$ cat src/rtl/utrd_pkg.sv
package utrd_pkg;

  localparam int MAX_ROWS   = 256;
  localparam int ROWS_W     = 9;
  localparam int OP_LIMIT   = 30;
  localparam int FIFO_DEPTH = 2;
  localparam int FIFO_PTR_W = $clog2(FIFO_DEPTH);
  localparam int FIFO_CNT_W = $clog2(FIFO_DEPTH + 1);

  localparam logic [ROWS_W-1:0] ROWS_RESET = ROWS_W'(64);
  localparam logic [ROWS_W-1:0] ROWS_CAP   = ROWS_W'(MAX_ROWS);

  localparam logic [1:0] KIND_ROW  = 2'd0;
  localparam logic [1:0] KIND_DONE = 2'd1;
  localparam logic [1:0] KIND_FAIL = 2'd2;

  localparam logic [2:0] ERR_NONE      = 3'd0;
  localparam logic [2:0] ERR_ZERO_SIZE = 3'd1;
  localparam logic [2:0] ERR_TRUNC     = 3'd2;
  localparam logic [2:0] ERR_ROWS      = 3'd3;
  localparam logic [2:0] ERR_OPCODE    = 3'd4;
  localparam logic [2:0] ERR_NO_VALUE  = 3'd5;
  localparam logic [2:0] ERR_VALUE_FF  = 3'd6;

  localparam logic [0:0] REG_ROWS_IN_TRACK = 1'd0;

  typedef struct packed {
    logic [3:0] nrows;
    logic [7:0] row_start;
    logic [7:0] note;
    logic [7:0] ins;
    logic [4:0] eff;
    logic [7:0] par;
    logic       has_tail;
    logic [1:0] tail_kind;
    logic [2:0] err;
  } cmd_t;

  function automatic logic [4:0] xm_remap(input logic [1:0] sel);
    logic [4:0] r;
    unique case (sel)
      2'd0: r = 5'd10;
      2'd1: r = 5'd16;
      2'd2: r = 5'd17;
      2'd3: r = 5'd25;
      default: r = 5'd10;
    endcase
    return r;
  endfunction

endpackage

$ cat src/rtl/utrd_front.sv
module utrd_front import utrd_pkg::*; (
  input  logic              clk,
  input  logic              rst,
  input  logic              in_valid,
  input  logic [7:0]        code,
  input  logic              fin,
  input  logic              room,
  input  logic [ROWS_W-1:0] rows_in_track,
  output logic              push,
  output cmd_t              cmd
);

  localparam logic [2:0] PH_DESC   = 3'd0;
  localparam logic [2:0] PH_OPCODE = 3'd1;
  localparam logic [2:0] PH_VALUE  = 3'd2;
  localparam logic [2:0] PH_SKIP   = 3'd3;
  localparam logic [2:0] PH_DRAIN  = 3'd4;

  logic [2:0]        phase, phase_next;
  logic [4:0]        gbl, gbl_next;
  logic [3:0]        rep, rep_next;
  logic [ROWS_W-1:0] row_cnt, row_cnt_next;
  logic [4:0]        op, op_next;
  logic [7:0]        note, note_next;
  logic [7:0]        ins, ins_next;
  logic [4:0]        eff, eff_next;
  logic [7:0]        par, par_next;
  logic [2:0]        fault, fault_next;

  logic              accept;
  logic              do_close;
  logic              do_trunc;
  logic [ROWS_W-1:0] limit;
  logic [ROWS_W-1:0] avail;
  logic [4:0]        size;

  assign accept = in_valid && room;
  assign size   = code[4:0];
  assign limit  = (rows_in_track > ROWS_CAP) ? ROWS_CAP : rows_in_track;
  assign avail  = (row_cnt < limit) ? (limit - row_cnt) : '0;

  always_comb begin
    phase_next   = phase;
    gbl_next     = gbl;
    rep_next     = rep;
    row_cnt_next = row_cnt;
    op_next      = op;
    note_next    = note;
    ins_next     = ins;
    eff_next     = eff;
    par_next     = par;
    fault_next   = fault;
    push         = 1'b0;
    cmd          = '0;
    do_close     = 1'b0;
    do_trunc     = 1'b0;
    if (accept) begin
      if (phase == PH_DRAIN) begin
        if (fin) begin
          phase_next   = PH_DESC;
          row_cnt_next = '0;
        end
      end else if (phase == PH_DESC) begin
        if (code == 8'd0) begin
          push          = 1'b1;
          cmd.has_tail  = 1'b1;
          cmd.tail_kind = KIND_DONE;
          phase_next    = fin ? PH_DESC : PH_DRAIN;
          if (fin) begin
            row_cnt_next = '0;
          end
        end else if (size == 5'd0) begin
          push          = 1'b1;
          cmd.has_tail  = 1'b1;
          cmd.tail_kind = KIND_FAIL;
          cmd.err       = ERR_ZERO_SIZE;
          phase_next    = fin ? PH_DESC : PH_DRAIN;
          if (fin) begin
            row_cnt_next = '0;
          end
        end else begin
          gbl_next   = size - 5'd1;
          rep_next   = {1'b0, code[7:5]} + 4'd1;
          op_next    = '0;
          note_next  = '0;
          ins_next   = '0;
          eff_next   = '0;
          par_next   = '0;
          fault_next = ERR_NONE;
          phase_next = PH_OPCODE;
          if (gbl_next == 5'd0) begin
            do_close = 1'b1;
          end else if (fin) begin
            do_trunc = 1'b1;
          end
        end
      end else begin
        if (gbl != 5'd0) begin
          gbl_next = gbl - 5'd1;
        end
        if (phase == PH_OPCODE) begin
          if (code == 8'd0) begin
            phase_next = PH_SKIP;
          end else if (code >= 8'(OP_LIMIT)) begin
            fault_next = ERR_OPCODE;
            phase_next = PH_SKIP;
          end else if (gbl_next == 5'd0) begin
            fault_next = ERR_NO_VALUE;
            phase_next = PH_SKIP;
          end else begin
            op_next    = code[4:0];
            phase_next = PH_VALUE;
          end
        end else if (phase == PH_VALUE) begin
          phase_next = PH_OPCODE;
          if (op == 5'd1 || op == 5'd2) begin
            if (code == 8'hFF) begin
              fault_next = ERR_VALUE_FF;
              phase_next = PH_SKIP;
            end else if (op == 5'd1) begin
              note_next = code + 8'd1;
            end else begin
              ins_next = code + 8'd1;
            end
          end else if (op >= 5'd3 && op <= 5'd18) begin
            eff_next = op - 5'd3;
            par_next = code;
          end else if (op >= 5'd26 && op <= 5'd29) begin
            eff_next = xm_remap(op[1:0] - 2'd2);
            par_next = code;
          end
        end
        if (gbl_next == 5'd0) begin
          do_close = 1'b1;
        end else if (fin) begin
          do_trunc = 1'b1;
        end
      end

      if (do_trunc) begin
        push          = 1'b1;
        cmd.has_tail  = 1'b1;
        cmd.tail_kind = KIND_FAIL;
        cmd.err       = ERR_TRUNC;
        phase_next    = fin ? PH_DESC : PH_DRAIN;
        row_cnt_next  = '0;
      end else if (do_close) begin
        push = 1'b1;
        if ({{(ROWS_W-4){1'b0}}, rep_next} > avail) begin
          cmd.has_tail  = 1'b1;
          cmd.tail_kind = KIND_FAIL;
          cmd.err       = ERR_ROWS;
          phase_next    = fin ? PH_DESC : PH_DRAIN;
          if (fin) begin
            row_cnt_next = '0;
          end
        end else if (fault_next != ERR_NONE) begin
          cmd.has_tail  = 1'b1;
          cmd.tail_kind = KIND_FAIL;
          cmd.err       = fault_next;
          phase_next    = fin ? PH_DESC : PH_DRAIN;
          if (fin) begin
            row_cnt_next = '0;
          end
        end else begin
          cmd.nrows     = rep_next;
          cmd.row_start = row_cnt[7:0];
          cmd.note      = note_next;
          cmd.ins       = ins_next;
          cmd.eff       = eff_next;
          cmd.par       = par_next;
          cmd.has_tail  = fin;
          cmd.tail_kind = KIND_DONE;
          phase_next    = PH_DESC;
          row_cnt_next  = fin ? '0 : row_cnt + {{(ROWS_W-4){1'b0}}, rep_next};
          rep_next      = '0;
        end
      end
    end
  end

  always_ff @(posedge clk) begin
    if (rst) begin
      phase   <= PH_DESC;
      gbl     <= '0;
      rep     <= '0;
      row_cnt <= '0;
      op      <= '0;
      note    <= '0;
      ins     <= '0;
      eff     <= '0;
      par     <= '0;
      fault   <= ERR_NONE;
    end else begin
      phase   <= phase_next;
      gbl     <= gbl_next;
      rep     <= rep_next;
      row_cnt <= row_cnt_next;
      op      <= op_next;
      note    <= note_next;
      ins     <= ins_next;
      eff     <= eff_next;
      par     <= par_next;
      fault   <= fault_next;
    end
  end

endmodule

$ cat src/rtl/utrd_cmd_fifo.sv
module utrd_cmd_fifo import utrd_pkg::*; (
  input  logic clk,
  input  logic rst,
  input  logic push,
  input  cmd_t push_cmd,
  input  logic pop,
  output logic not_full,
  output logic not_empty,
  output cmd_t head
);

  cmd_t                  entries [FIFO_DEPTH];
  logic [FIFO_PTR_W-1:0] wr_ptr;
  logic [FIFO_PTR_W-1:0] rd_ptr;
  logic [FIFO_CNT_W-1:0] count;
  logic                  do_push;
  logic                  do_pop;

  assign not_full  = (count != FIFO_CNT_W'(FIFO_DEPTH));
  assign not_empty = (count != '0);
  assign do_push   = push && not_full;
  assign do_pop    = pop && not_empty;
  assign head      = entries[rd_ptr];

  always_ff @(posedge clk) begin
    if (do_push) begin
      entries[wr_ptr] <= push_cmd;
    end
  end

  always_ff @(posedge clk) begin
    if (rst) begin
      wr_ptr <= '0;
      rd_ptr <= '0;
      count  <= '0;
    end else begin
      if (do_push) begin
        wr_ptr <= (wr_ptr == FIFO_PTR_W'(FIFO_DEPTH - 1)) ? '0 : wr_ptr + 1'b1;
      end
      if (do_pop) begin
        rd_ptr <= (rd_ptr == FIFO_PTR_W'(FIFO_DEPTH - 1)) ? '0 : rd_ptr + 1'b1;
      end
      if (do_push && !do_pop) begin
        count <= count + 1'b1;
      end else if (do_pop && !do_push) begin
        count <= count - 1'b1;
      end
    end
  end

endmodule

$ cat src/rtl/utrd_back.sv
module utrd_back import utrd_pkg::*; (
  input  logic        clk,
  input  logic        rst,
  input  logic        cmd_valid,
  input  cmd_t        cmd_in,
  output logic        cmd_pop,
  output logic        out_valid,
  input  logic        out_ready,
  output logic [1:0]  out_kind,
  output logic [39:0] out_data,
  output logic        out_last
);

  logic       busy;
  cmd_t       cur;
  logic [3:0] rows_left;
  logic [7:0] row_idx;
  logic       advance;

  assign advance = !out_valid || out_ready;
  assign cmd_pop = !busy && cmd_valid;

  always_ff @(posedge clk) begin
    if (cmd_pop) begin
      cur <= cmd_in;
    end
    if (cmd_pop) begin
      rows_left <= cmd_in.nrows;
      row_idx   <= cmd_in.row_start;
    end else if (busy && advance && rows_left != 4'd0) begin
      rows_left <= rows_left - 4'd1;
      row_idx   <= row_idx + 8'd1;
    end
    if (busy && advance) begin
      if (rows_left != 4'd0) begin
        out_kind <= KIND_ROW;
        out_data <= {ERR_NONE, cur.par, cur.eff, cur.ins, cur.note, row_idx};
        out_last <= (rows_left == 4'd1) && !cur.has_tail;
      end else begin
        out_kind <= cur.tail_kind;
        out_data <= {cur.err, 37'd0};
        out_last <= 1'b1;
      end
    end
  end

  always_ff @(posedge clk) begin
    if (rst) begin
      busy      <= 1'b0;
      out_valid <= 1'b0;
    end else begin
      if (cmd_pop) begin
        busy <= 1'b1;
      end else if (busy && advance) begin
        if (rows_left == 4'd0 || (rows_left == 4'd1 && !cur.has_tail)) begin
          busy <= 1'b0;
        end
      end
      if (advance) begin
        out_valid <= busy;
      end
    end
  end

endmodule

$ cat src/rtl/uni_track_row_decoder.sv
// Channel   Role         Payload
// s_*       track bytes  tdata = code_byte; tlast = final_byte
// m_*       results      tuser = result_kind; tlast = run_end; tdata = row fields, error
// APB       register     rows_in_track at address 0
//
// A byte is taken whenever the two-entry command queue has room.
// Each result leaves the back end one per cycle unless m_tready holds the output;
// a command is loaded before its first beat, and no new one is taken until its last beat is issued.
// Reset clears parser state, the queue and the output valid flag.
// Output stalls back up into the queue and only then stop the byte input.
module uni_track_row_decoder import utrd_pkg::*; (
  input  logic        clk,
  input  logic        rst,
  input  logic        s_tvalid,
  output logic        s_tready,
  input  logic [7:0]  s_tdata,   // [7:0] code_byte
  input  logic        s_tlast,
  output logic        m_tvalid,
  input  logic        m_tready,
  output logic [39:0] m_tdata,   // row_index, note_value, instrument_value,
                                 // effect_kind, effect_param, error_code
  output logic [1:0]  m_tuser,   // [1:0] result_kind
  output logic        m_tlast,
  input  logic        psel,
  input  logic        penable,
  input  logic        pwrite,
  input  logic [2:0]  paddr,
  input  logic [31:0] pwdata,
  output logic [31:0] prdata,
  output logic        pready
);

  logic [ROWS_W-1:0] rows_in_track;
  logic              push;
  cmd_t              push_cmd;
  logic              q_room;
  logic              q_valid;
  logic              q_pop;
  cmd_t              q_head;
  logic              reg_hit;

  assign pready   = 1'b1;
  assign reg_hit  = (paddr[2:2] == REG_ROWS_IN_TRACK);
  assign prdata   = reg_hit ? {{(32-ROWS_W){1'b0}}, rows_in_track} : 32'd0;
  assign s_tready = q_room;

  always_ff @(posedge clk) begin
    if (rst) begin
      rows_in_track <= ROWS_RESET;
    end else if (psel && penable && pwrite && pready && reg_hit) begin
      rows_in_track <= pwdata[ROWS_W-1:0];
    end
  end

  utrd_front u_front (
    .clk           (clk),
    .rst           (rst),
    .in_valid      (s_tvalid),
    .code          (s_tdata),
    .fin           (s_tlast),
    .room          (q_room),
    .rows_in_track (rows_in_track),
    .push          (push),
    .cmd           (push_cmd)
  );

  utrd_cmd_fifo u_fifo (
    .clk       (clk),
    .rst       (rst),
    .push      (push),
    .push_cmd  (push_cmd),
    .pop       (q_pop),
    .not_full  (q_room),
    .not_empty (q_valid),
    .head      (q_head)
  );

  utrd_back u_back (
    .clk       (clk),
    .rst       (rst),
    .cmd_valid (q_valid),
    .cmd_in    (q_head),
    .cmd_pop   (q_pop),
    .out_valid (m_tvalid),
    .out_ready (m_tready),
    .out_kind  (m_tuser),
    .out_data  (m_tdata),
    .out_last  (m_tlast)
  );

endmodule

$ cat config.mk
export PLATFORM = sky130hd
export DESIGN_NAME = uni_track_row_decoder
export DESIGN_NICKNAME = d
export VERILOG_FILES = /design/src/rtl/utrd_pkg.sv /design/src/rtl/utrd_front.sv /design/src/rtl/utrd_cmd_fifo.sv /design/src/rtl/utrd_back.sv /design/src/rtl/uni_track_row_decoder.sv
export SDC_FILE = /design/constraint.sdc
export NUM_CORES = 1
export LEC_CHECK = 0
export ABC_AREA = 1
export ABC_CLOCK_PERIOD_IN_PS = 5800
export BUFFER_PORTS_ARGS = -buffer_cell sky130_fd_sc_hd__clkbuf_2
export CAP_MARGIN = 5
export CORE_MARGIN = 5
export CORE_UTILIZATION = 59
export DETAILED_ROUTE_END_ITERATION = 8
export PLACE_DENSITY_LB_ADDON = 0.05
export SLEW_MARGIN = 5
export SYNTH_ARGS = -nofsm -noshare
export SYNTH_HDL_FRONTEND = slang
export SYNTH_SLANG_ARGS = --single-unit
export TNS_END_PERCENT = 1
$ cat constraint.sdc
create_clock -name clk -period 5.8 [get_ports clk]
set_clock_uncertainty 0.15 [all_clocks]
set_input_delay 1.16 -clock clk [delete_from_list [all_inputs] [get_ports clk]]
set_output_delay 1.16 -clock clk [all_outputs]
set_load 0.03 [all_outputs]
==> impl_metrics.csv, run 1 <==
group,metric,value,unit
status,status,"completed",
setup_path,critPathKind,"input pin to flip-flop",
place,placed_area,0.0131,mm2
yosys,synth_top_flop_cell,"edfxtp_1",
setup_path,crit_fanout,7,
hold_path,hp-class,"flip-flop to flip-flop",
yosys,synthDistinctLibCells,52,
setup_path,cpMaxStageDelayCell,"o21ai_0",
cells_and_area,nFillCells,1706,
route,drtAntennaViolNets,0,
global_route,grt_usage,20.7,%
cells_and_area,drive_gt1_share,13.6,%
power_and_ir_drop,power.density,500,mW/mm2
place,post-place-ws,0.545,ns
route,drt-total-wl,25.0,mm
yosys,syn_area,0.0125,mm2
setup_path,cp_data_required_time,5.90,ns
job,maxCapViolCount,0,
clocking,cts_root_buffer,"clkbuf_16",
yosys,ys_warn_count,0,
sta,finalHoldViolCount,0,
global_route,antenna_found_initial,0,
sta,hold_slack,0.308,ns
clocking,cts_tree,"built",
floorplanning,rows,53,
floorplanning,die_w,156,um
cells_and_area,fin_area,0.0140,mm2
sta,worst_slew_pin_slew,1.06,ns
sta,period_share,82.7,%
place,dp_hpwl,17.1,mm
setup_path,start_kind,"input pin",
clocking,htree_levels,1,
floorplanning,die_height,156,um
yosys,async_flop_share,0,%
cells_and_area,diodes,0,
route,first_iter_violations,626,
global_route,grt_pass1_vias,8282,
cells_and_area,layout_common_cells,"nand2_1 (331), edfxtp_1 (184), nor2_1 (155), inv_1 (153), a21oi_1 (102)",
floorplanning,start_util,59.6,%
sta,rsz0062_at_grt,"false",
yosys,ys_ff_latch,258,
clocking,cts.repair.resized,0,
setup_path,crit_family,"buffers and inverters",
yosys,synth_edf_count,184,
cells_and_area,area_growth_syn_to_layout,12.0,%
setup_path,crit_chain,"clkbuf_2, inv_1, ha_1, nand3_2, nor2_2, clkinv_2, nand2_1, inv_1, or2_2, o21ai_0, inv_1, ha_1, nand2_1, o21ai_0, a21oi_1, a41oi_1, nand2_1, inv_1, nor2_1, o21ai_0",
route,wl_per_cell,14.3,um
setup_path,crit_top_cell,"inv_1",
sta,relSlewSlack,29.5,%
route,via_count,9045,
clocking,cts-buffers-inserted,27,
place,io_buffers,79,
clocking,clock_latency,0.53,ns
sta,fin_setup_tns,0,ns
route,avgViaCountPerCell,5.18,
floorplanning,die_area,0.0242,mm2
yosys,synthCells,1376,
power_and_ir_drop,vdd_drop_max,0.000301,V
clocking,path_clk_slew,0.06,ns
sta,slew_viol_final,0,
floorplanning,ios,129,
route,drc,0,
clocking,clk_path_buf_depth,3,
clocking,cts.sink_count,258,
setup_path,cp-end-kind,"flip-flop",
power_and_ir_drop,p_leak,5.76,nW
cells_and_area,final_cells,1745,
yosys,ys_seq_area_share,56.1,%
yosys,syn_area_per_cell,9.08,um2
cells_and_area,nets,1535,
sta,fin_crit,4.79,ns
global_route,overflow,0,
setup_path,cpPeakStageDelay,0.40,ns
global_route,grt_pass1_wl,41.3,mm
place,dp.cells,1695,
clocking,cts_setup_buffers,0,
floorplanning,coreArea,0.0210,mm2
setup_path,critPathBufInv,6,
sta,fin_ws,1.01,ns
clocking,postCtsHoldBufs,0,
place,gp_congestion,0.908,
route,dr.pass1.iters,7,
global_route,grt_start_max_net_pins,60,
sta,final-setup-viol-count,0,
cells_and_area,final_common_cell,"nand2_1",
sta,fmax,0.209,GHz
setup_path,arrival,4.90,ns
metal layers:
| metal | track usage, % | wire [um] | vias up |
|---|---|---|---|
| met4 | 4.17 | 368 | 0 |
| met1 | 31.5 | 12000 | 4081 |
| met3 | 3.30 | 1790 | 35 |
| li1 | - | - | 4639 |
| met5 | 0 | 0 | - |
| met2 | 31.9 | 10800 | 290 |
per-stage QoR:
step | total power, mW | util [%]
after floorplan | 4.66 | -
after global placement | 5.21 | 62.3
after detailed placement | 5.25 | 62.3
after CTS | 7.04 | 66.8
after global routing | 7.47 | 66.8
final | 6.99 | 66.8
synth_stat cells (all sizes together) (16+ instances only):
cell    instances  area (um2)
nor3           21         140
ha             33         413
nor2          174         790
nand3          47         250
dfxtp          74        1480
a21oi         102         510
buf            38         259
edfxtp        184        5530
xor2           16         140
inv           170         646
nand2         342        1320
o21ai          61         305
clkbuf         30         113
logic make-up (layout without fill, tap and decap cells):
group                    after synthesis  count (layout)  synth area share (%)
XOR/XNOR                              20              20                  1.40
adder cells (fa/ha/maj)               35              35                  3.62
flip-flops                           258             258                  56.1
buffers and inverters                241             313                  8.24
other                                  2              24                0.0601
AO/OA/AOI/OAI                        210             210                  9.27
AND/OR/NAND/NOR                      610             610                  21.3
registers in the layout, indices dropped and copies added, names as in the netlist, 3 cells and up, named ones only:
name	count
u_front.eff	5
u_front.phase	3
u_fifo.entries	94
u_back.cur	35
u_front.fault	3
u_front.gbl	5
u_front.note	8
u_front.row_cnt	9
u_front.op	5
u_back.out_data	40
u_back.row_idx	8
u_front.rep	4
rows_in_track	9
u_front.par	8
u_back.rows_left	4
u_front.ins	8
final timing paths:
check,from,endpoint,slack [ns],cells past startpoint
setup / recovery,s_tdata[0],u_fifo.entries[1][0]$_DFFE_PP_,1.01,20
hold / removal,u_fifo.rd_ptr$_SDFFE_PP0P_,u_fifo.rd_ptr$_SDFFE_PP0P_,0.31,1
hold reg to reg,u_fifo.rd_ptr$_SDFFE_PP0P_,u_fifo.rd_ptr$_SDFFE_PP0P_,0.31,1
setup reg to reg,rows_in_track[6]$_SDFFE_PP1P_,u_fifo.entries[1][3]$_DFFE_PP_,1.69,25
area by class of cell:
type	count	area, um2	area share (%)
flip-flops and latches	258	7010	50.1
multi-input cells	899	4560	32.6
repair buffers	90	490	3.51
inverters	173	658	4.70
well taps	275	344	2.46
clock buffers	35	746	5.33
clock inverters	15	188	1.34
power breakdown:
part	leakage (nW)	internal [mW]	switching, mW	total (mW)
Sequential	2.33	2.62	0.166	2.79
Clock	0.461	1.09	0.694	1.78
Combinational	2.97	0.677	1.75	2.42
No activity file was read; power rests on OpenSTA's default activity.
==> run 2, diff against run 1 <==
--- a/config.mk
+++ b/config.mk
@@ -6,11 +6,11 @@
 export NUM_CORES = 1
 export LEC_CHECK = 0
 export ABC_AREA = 1
-export ABC_CLOCK_PERIOD_IN_PS = 5800
+export ABC_CLOCK_PERIOD_IN_PS = 4000
 export BUFFER_PORTS_ARGS = -buffer_cell sky130_fd_sc_hd__clkbuf_2
 export CAP_MARGIN = 5
 export CORE_MARGIN = 5
-export CORE_UTILIZATION = 59
+export CORE_UTILIZATION = 54
 export DETAILED_ROUTE_END_ITERATION = 8
 export PLACE_DENSITY_LB_ADDON = 0.05
 export SLEW_MARGIN = 5
==> constraint.sdc (replaced) <==
create_clock -name clk -period 4 [get_ports clk]
set_clock_uncertainty 0.15 [all_clocks]
set_input_delay 0.8 -clock clk [delete_from_list [all_inputs] [get_ports clk]]
set_output_delay 0.8 -clock clk [all_outputs]
set_load 0.03 [all_outputs]
==> run 2 against run 1 <==
Against the previous run: non-clock buffer count up 41; clock-buffer cell count decreased by 4; routed wire length rose by 7.6%; global-route usage decreased by 0.59 points; via count is 2.8% higher; die area is 8.6% higher; sequential cell count stayed put; power increased by 49%; core utilization down 3.4 points; largest power group unchanged; highest routed layer unchanged.
==> impl_metrics.csv, run 2 (same netlist as run 1, synthesis figures left out) <==
group,metric,value,unit
hold_path,hold-path-endpoint,"u_fifo.rd_ptr$_SDFFE_PP0P_",
route,drtAntennaViolNets,0,
clocking,cts_root_buffer,"clkbuf_16",
setup_path,start_kind,"flip-flop",
global_route,overflow,0,
clocking,cts.sink_count,258,
global_route,use_met3,2.44,%
route,drt-total-wl,26.9,mm
cells_and_area,area_growth_syn_to_layout,15.1,%
sta,period_share,93.0,%
route,dr.pass1.iters,5,
cells_and_area,diodes,0,
cells_and_area,drive_gt1_share,17.4,%
cells_and_area,regMostFlops,"u_fifo.entries",
setup_path,r2r-end,"u_fifo.entries[1][36]$_DFFE_PP_",
setup_path,reg2reg_depth,23,
route,wl_per_cell,15.0,um
floorplanning,coreArea,0.0227,mm2
power_and_ir_drop,vdd_drop_max,0.000471,V
clocking,cts-buffers-inserted,27,
setup_path,cp-end-kind,"flip-flop",
place,dp.cells,1740,
sta,hold_slack,0.304,ns
cells_and_area,nFillCells,1929,
route,first_iter_violations,697,
floorplanning,rows,55,
cells_and_area,post-route-util,63.4,%
floorplanning,start_util,55.0,%
floorplanning,ios,129,
sta,slew_viol_final,0,
setup_path,arrival,3.87,ns
power_and_ir_drop,power,10.4,mW
cells_and_area,nets,1576,
sta,finalHoldViolCount,0,
global_route,grt_pass1_wl,43.5,mm
sta,fin_crit,3.72,ns
clocking,path_clk_slew,0.06,ns
global_route,grt_usage,20.1,%
cells_and_area,final_cells,1795,
setup_path,cp_data_required_time,4.15,ns
job,maxCapViolCount,0,
global_route,grt_pass1_vias,8476,
power_and_ir_drop,power.density,724,mW/mm2
sta,final-setup-viol-count,0,
place,dp_hpwl,18.6,mm
floorplanning,die_height,162,um
route,avgViaCountPerCell,5.18,
sta,fin_ws,0.282,ns
place,io_buffers,79,
cells_and_area,final_common_cell,"nand2_1",
hold_path,hold_depth,1,
clocking,cts_tree,"built",
setup_path,r2r-start,"rows_in_track[6]$_SDFFE_PP1P_",
route,via_count,9299,
route,drc,0,
clocking,clk_path_buf_depth,3,
cells_and_area,layout_common_cells,"nand2_1 (329), edfxtp_1 (184), nor2_1 (149), inv_1 (147), a21oi_1 (100)",
global_route,grt_util_met2,31.2,%
global_route,grt_start_max_net_pins,60,
global_route,antenna_found_initial,0,
sta,fmax,0.269,GHz
setup_path,r2r_setup_slack,0.28,ns
global_route,use_met1,30.9,%
hold_path,hold_start,"u_fifo.rd_ptr$_SDFFE_PP0P_",
sta,relSlewSlack,28.0,%
setup_path,critPathKind,"flip-flop to flip-flop",
clocking,clock_latency,0.52,ns
place,post-place-ws,-0.0797,ns
global_route,grt_busiest_layer,"met2",
status,status,"completed",
sta,worst_slew_pin_slew,1.08,ns
setup_path,crit_fanout,7,
floorplanning,die_w,162,um
floorplanning,die_area,0.0263,mm2
power_and_ir_drop,p_leak,5.96,nW
hold_path,hp-class,"flip-flop to flip-flop",
clocking,htree_levels,1,
place,gp_congestion,0.885,
cells_and_area,top_regs,"u_fifo.entries (94), u_back.out_data (40), u_back.cur (35)",
cells_and_area,largest_reg_flops,94,
==> run 2: changes by cell type in the layout (fill, tap and decap cells not counted), sizes merged <==
cell      delta
buf         +40
clkinv       -1
clkinvlp     +2
clkbuf       -3
inv          +2
==> run 2: worst max-delay path, stage by stage (launching register included) <==
cell     delay (ns)
dfxtp_1        0.31
inv_2          0.08
nand4_1        0.13
o21ai_2        0.17
inv_2          0.07
nor2_2         0.12
ha_2           0.33
a21oi_2        0.19
nand2_1        0.07
nand2_1        0.05
nand4_1        0.11
nand2_1        0.11
inv_1          0.07
nand3_1        0.07
ha_1           0.26
a21oi_1        0.13
o21ai_0        0.10
a21oi_1        0.18
a41oi_2        0.06
nand2_2        0.14
nand2_2        0.09
nor2_4         0.13
inv_4          0.08
nor3_1         0.29
==> run 2: area by class of cell <==
class                           count  area (um2)  share of cell area (%)
Sequential cell                   258        7010                    48.7
Multi-Input combinational cell    899        4630                    32.2
Timing Repair Buffer              131         841                    5.84
Clock buffer                       31         691                    4.80
Inverter                          173         661                    4.59
Tap cell                          285         357                    2.48
Clock inverter                     18         205                    1.43
==> run 2: timing repair <==
| action | in CTS | in global routing |
|---|---|---|
| setup buffers | 0 | 5 |
| pin swaps | 0 | 8 |
| hold buffers | 0 | 0 |
| gates resized for setup | 1 | 28 |
| endpoints found under the setup margin | 53 | 108 |
| cloned | 0 | 1 |
==> run 2: metrics by stage <==
| step | instance area, um2 | setup TNS [ns] |
|---|---|---|
| global placement | 13400 | -0.00471 |
| global route | 14400 | -0.0667 |
| floorplan | 12600 | -28.98 |
| CTS | 14300 | 0 |
| finish | 14400 | 0 |
| detailed placement | 13400 | -2.96 |
==> run 2: worst max path at each step <==
| stage | start | slack [ns] | end | cells after the start |
|---|---|---|---|---|
| floorplan | s_tdata[0] | -0.61 | u_fifo.entries[0][0]$_DFFE_PP_ | 12 |
| global placement | s_tdata[0] | -0.005 | u_front.row_cnt[7]$_SDFFE_PP0P_ | 24 |
| detailed placement | s_tdata[0] | -0.08 | u_fifo.entries[0][14]$_DFFE_PP_ | 22 |
| CTS | rows_in_track[3]$_SDFFE_PP0P_ | 0.03 | u_fifo.entries[1][14]$_DFFE_PP_ | 24 |
| global route | rows_in_track[4]$_SDFFE_PP0P_ | -0.02 | u_front.row_cnt[8]$_SDFFE_PP0P_ | 26 |
| finish | rows_in_track[6]$_SDFFE_PP1P_ | 0.28 | u_fifo.entries[1][36]$_DFFE_PP_ | 23 |
==> run 2: power by group <==
part | total, mW | internal (mW) | switching, mW
registers | 4.05 | 3.81 | 0.248
clock network | 2.51 | 1.50 | 1.00
logic | 3.85 | 1.21 | 2.64
total | 10.4 | 6.52 | 3.89
==> run 2: layer usage <==
metal  vias up  share of wire (%)  routed length, um
met5         -                  0                  0
met2       267                 44              11900
li1       4720                  -                  -
met4         0                1.4                382
met1      4280                 49              13200
met3        32                5.3               1430
==> run 3, diff against run 2 <==
--- a/config.mk
+++ b/config.mk
@@ -5,14 +5,14 @@
 export SDC_FILE = /design/constraint.sdc
 export NUM_CORES = 1
 export LEC_CHECK = 0
-export ABC_AREA = 1
 export ABC_CLOCK_PERIOD_IN_PS = 4000
 export BUFFER_PORTS_ARGS = -buffer_cell sky130_fd_sc_hd__clkbuf_2
 export CAP_MARGIN = 5
 export CORE_MARGIN = 5
-export CORE_UTILIZATION = 54
+export CORE_UTILIZATION = 53
+export CTS_CLUSTER_DIAMETER = 40
 export DETAILED_ROUTE_END_ITERATION = 8
-export PLACE_DENSITY_LB_ADDON = 0.05
+export PLACE_DENSITY = 0.81
 export SLEW_MARGIN = 5
 export SYNTH_ARGS = -nofsm -noshare
 export SYNTH_HDL_FRONTEND = slang
==> run 3 against run 2 <==
Against the previous run: core utilization is 0.75 points lower; fmax shrank 3.4%; non-clock buffer count increased by 13; sequential cell count unchanged; final cell count is 16% lower; sequential power decreased by 4%; power decreased by 15%; critical path type unchanged.
==> impl_metrics.csv, run 3 <==
group,metric,value,unit
cells_and_area,nets,1286,
global_route,grt_usage,19.3,%
route,dr.pass1.iters,7,
yosys,ys_top_cells_by_count,"edfxtp_1 (184), nand2_1 (108), a21oi_1 (93), nor2_1 (91), dfxtp_1 (74)",
clocking,cts-buffers-inserted,30,
yosys,ys_warn_count,0,
yosys,synth_largest_area_cell,"edfxtp_1",
setup_path,critPathKind,"flip-flop to flip-flop",
yosys,ys_seq_area_share,58.1,%
clocking,cts.sink_count,258,
yosys,synthCells,1076,
setup_path,cp_data_required_time,4.31,ns
floorplanning,rows,55,
yosys,syn_area,0.0121,mm2
sta,finalHoldViolCount,0,
clocking,path_clk_slew,0.06,ns
sta,slew_viol_final,0,
cells_and_area,largest_reg_flops,94,
cells_and_area,layout_common_cells,"edfxtp_1 (184), nand2_1 (108), a21oi_1 (91), nor2_1 (89), clkbuf_2 (79)",
sta,rsz0062_at_grt,"true",
sta,fin_crit,3.85,ns
job,maxCapViolCount,0,
sta,fmax,0.260,GHz
sta,worst_slew_pin_slew,0.864,ns
cells_and_area,drive_gt1_share,20.8,%
setup_path,arrival,4.16,ns
power_and_ir_drop,vdd_drop_max,0.000372,V
power_and_ir_drop,power,8.85,mW
cells_and_area,top_regs,"u_fifo.entries (94), u_back.out_data (40), u_back.cur (35)",
sta,period_share,96.2,%
cells_and_area,diodes,0,
yosys,synthDistinctLibCells,77,
route,drtAntennaViolNets,0,
route,avgViaCountPerCell,5.58,
global_route,antenna_found_initial,0,
setup_path,cp-end-kind,"flip-flop",
setup_path,start_kind,"flip-flop",
floorplanning,start_util,53.6,%
power_and_ir_drop,power.density,628,mW/mm2
clocking,clock_latency,0.54,ns
yosys,synth.area.top_cells,"edfxtp_1 (46%), dfxtp_1 (12%), a21oi_1 (3.9%), nor2b_1 (3.5%), ha_1 (3.4%)",
global_route,grt_start_max_net_pins,48,
sta,hold_slack,0.305,ns
yosys,synth_edf_count,184,
yosys,syn_area_per_cell,11.2,um2
route,via_count,8427,
power_and_ir_drop,p_leak,5.18,nW
sta,relSlewSlack,42.4,%
global_route,grt_pass1_vias,8136,
clocking,cts_root_buffer,"clkbuf_16",
cells_and_area,final_common_cell,"edfxtp_1",
floorplanning,die_height,161,um
clocking,cts_tree,"built",
floorplanning,coreArea,0.0225,mm2
yosys,yosysMostFrequentCell,"edfxtp_1",
sta,final-setup-viol-count,0,
route,drc,0,
clocking,htree_levels,1,
status,status,"completed",
yosys,async_flop_share,0,%
yosys,ys_ff_latch,258,
global_route,overflow,0,
floorplanning,die_w,161,um
cells_and_area,area_growth_syn_to_layout,16.8,%
clocking,clk_path_buf_depth,3,
global_route,grt_pass1_wl,41.3,mm
floorplanning,ios,129,
route,first_iter_violations,668,
floorplanning,die_area,0.0259,mm2
place,gp_congestion,0.970,
hold_path,hp-class,"flip-flop to flip-flop",
yosys,synth_top_area_share,45.8,%
place,io_buffers,79,
place,dp_hpwl,17.3,mm
yosys,synth_top_flop_cell,"edfxtp_1",
route,drt-total-wl,25.4,mm
route,wl_per_cell,16.8,um
cells_and_area,nFillCells,1688,
cells_and_area,regMostFlops,"u_fifo.entries",
setup_path,crit_fanout,8,
run 3: critical path, cell delays in order, from the launching register on:
cell and delay, ns:
dfxtp_2 0.35, buf_4 0.15, nand2b_1 0.15, ha_1 0.21
nand2b_1 0.19, a21oi_2 0.19, o21a_1 0.17, o21a_1 0.16
nand2_1 0.07, ha_1 0.28, nor2b_1 0.13, o21a_1 0.16
o21a_1 0.16, o21a_2 0.23, a21oi_4 0.19, buf_4 0.17
nand4_1 0.09, or4_1 0.41, a31oi_1 0.16
run 3: timing repair:
action	4_1_cts	5_1_grt
gates resized for setup	2	4
hold buffers	0	0
hold endpoints to repair	0	0
pin swaps	0	4
buffers inserted	0	3
cloned	0	0
endpoints found under the setup margin	2	100
run 3: cell type report:
class                      instances  area [um2]  area share, %
tap                              285         357           2.53
clock inverter                    20         219           1.55
inverter                          34         128          0.906
sequential                       258        7010           49.8
multi-input combinational        732        4660           33.1
timing repair buffer             144         921           6.54
clock buffer                      36         795           5.64
run 3: power by group:
part / leakage [nW] / switching [mW] / internal [mW]
clock: 0.488 / 1.09 / 1.63
sequential: 2.35 / 0.269 / 3.62
combinational: 2.34 / 1.41 / 0.821
total: 5.18 / 2.77 / 6.08
run 3: logic make-up (layout without fill, tap and decap cells):
logic type | Yosys count | after routing | synth area share [%]
and+or+nand+nor | 379 | 379 | 15.9
adders and majority gates | 35 | 35 | 3.76
DFF | 258 | 258 | 58.1
muxes | 44 | 44 | 4.03
AOI/OAI and AO/OA | 221 | 221 | 11.6
xor gates and xnor gates | 29 | 29 | 2.11
other | 2 | 24 | 0.0623
buffers and inverters | 108 | 234 | 4.39
run 3: worst paths after layout:
path,start,endpoint,slack (ns),cells after the start
max reg2reg,rows_in_track[8]$_SDFFE_PP0P_,u_front.row_cnt[7]$_SDFFE_PP0P_,0.15,18
min,u_front.fault[0]$_SDFFE_PP0P_,u_front.fault[0]$_SDFFE_PP0P_,0.31,2
max,rows_in_track[8]$_SDFFE_PP0P_,u_front.row_cnt[7]$_SDFFE_PP0P_,0.15,18
min reg2reg,u_front.fault[0]$_SDFFE_PP0P_,u_front.fault[0]$_SDFFE_PP0P_,0.31,2
run 3: through the flow:
step / std cells / util [%] / setup WS (ns) / TNS, ns / cell area (um2)
final: 1509 / 62.6 / 0.151 / 0 / 14100
after global routing: 1509 / 62.6 / -0.0234 / -0.0469 / 14100
after CTS: 1506 / 62.4 / 0.0192 / 0 / 14000
after detailed placement: 1450 / 57.9 / -0.257 / -6.80 / 13000
after global placement: 1450 / 57.9 / -0.0903 / -1.15 / 13000
after floorplan: 1098 / - / -0.494 / -60.30 / 12100
run 3: metal layers:
| layer | GRT usage [%] | vias to the layer above | part of all wire, % |
|---|---|---|---|
| li1 | - | 4086 | - |
| met1 | 26.5 | 3948 | 43 |
| met2 | 31.7 | 337 | 47 |
| met3 | 3.13 | 56 | 7.0 |
| met4 | 5.97 | 0 | 2.6 |
| met5 | 0 | - | 0 |
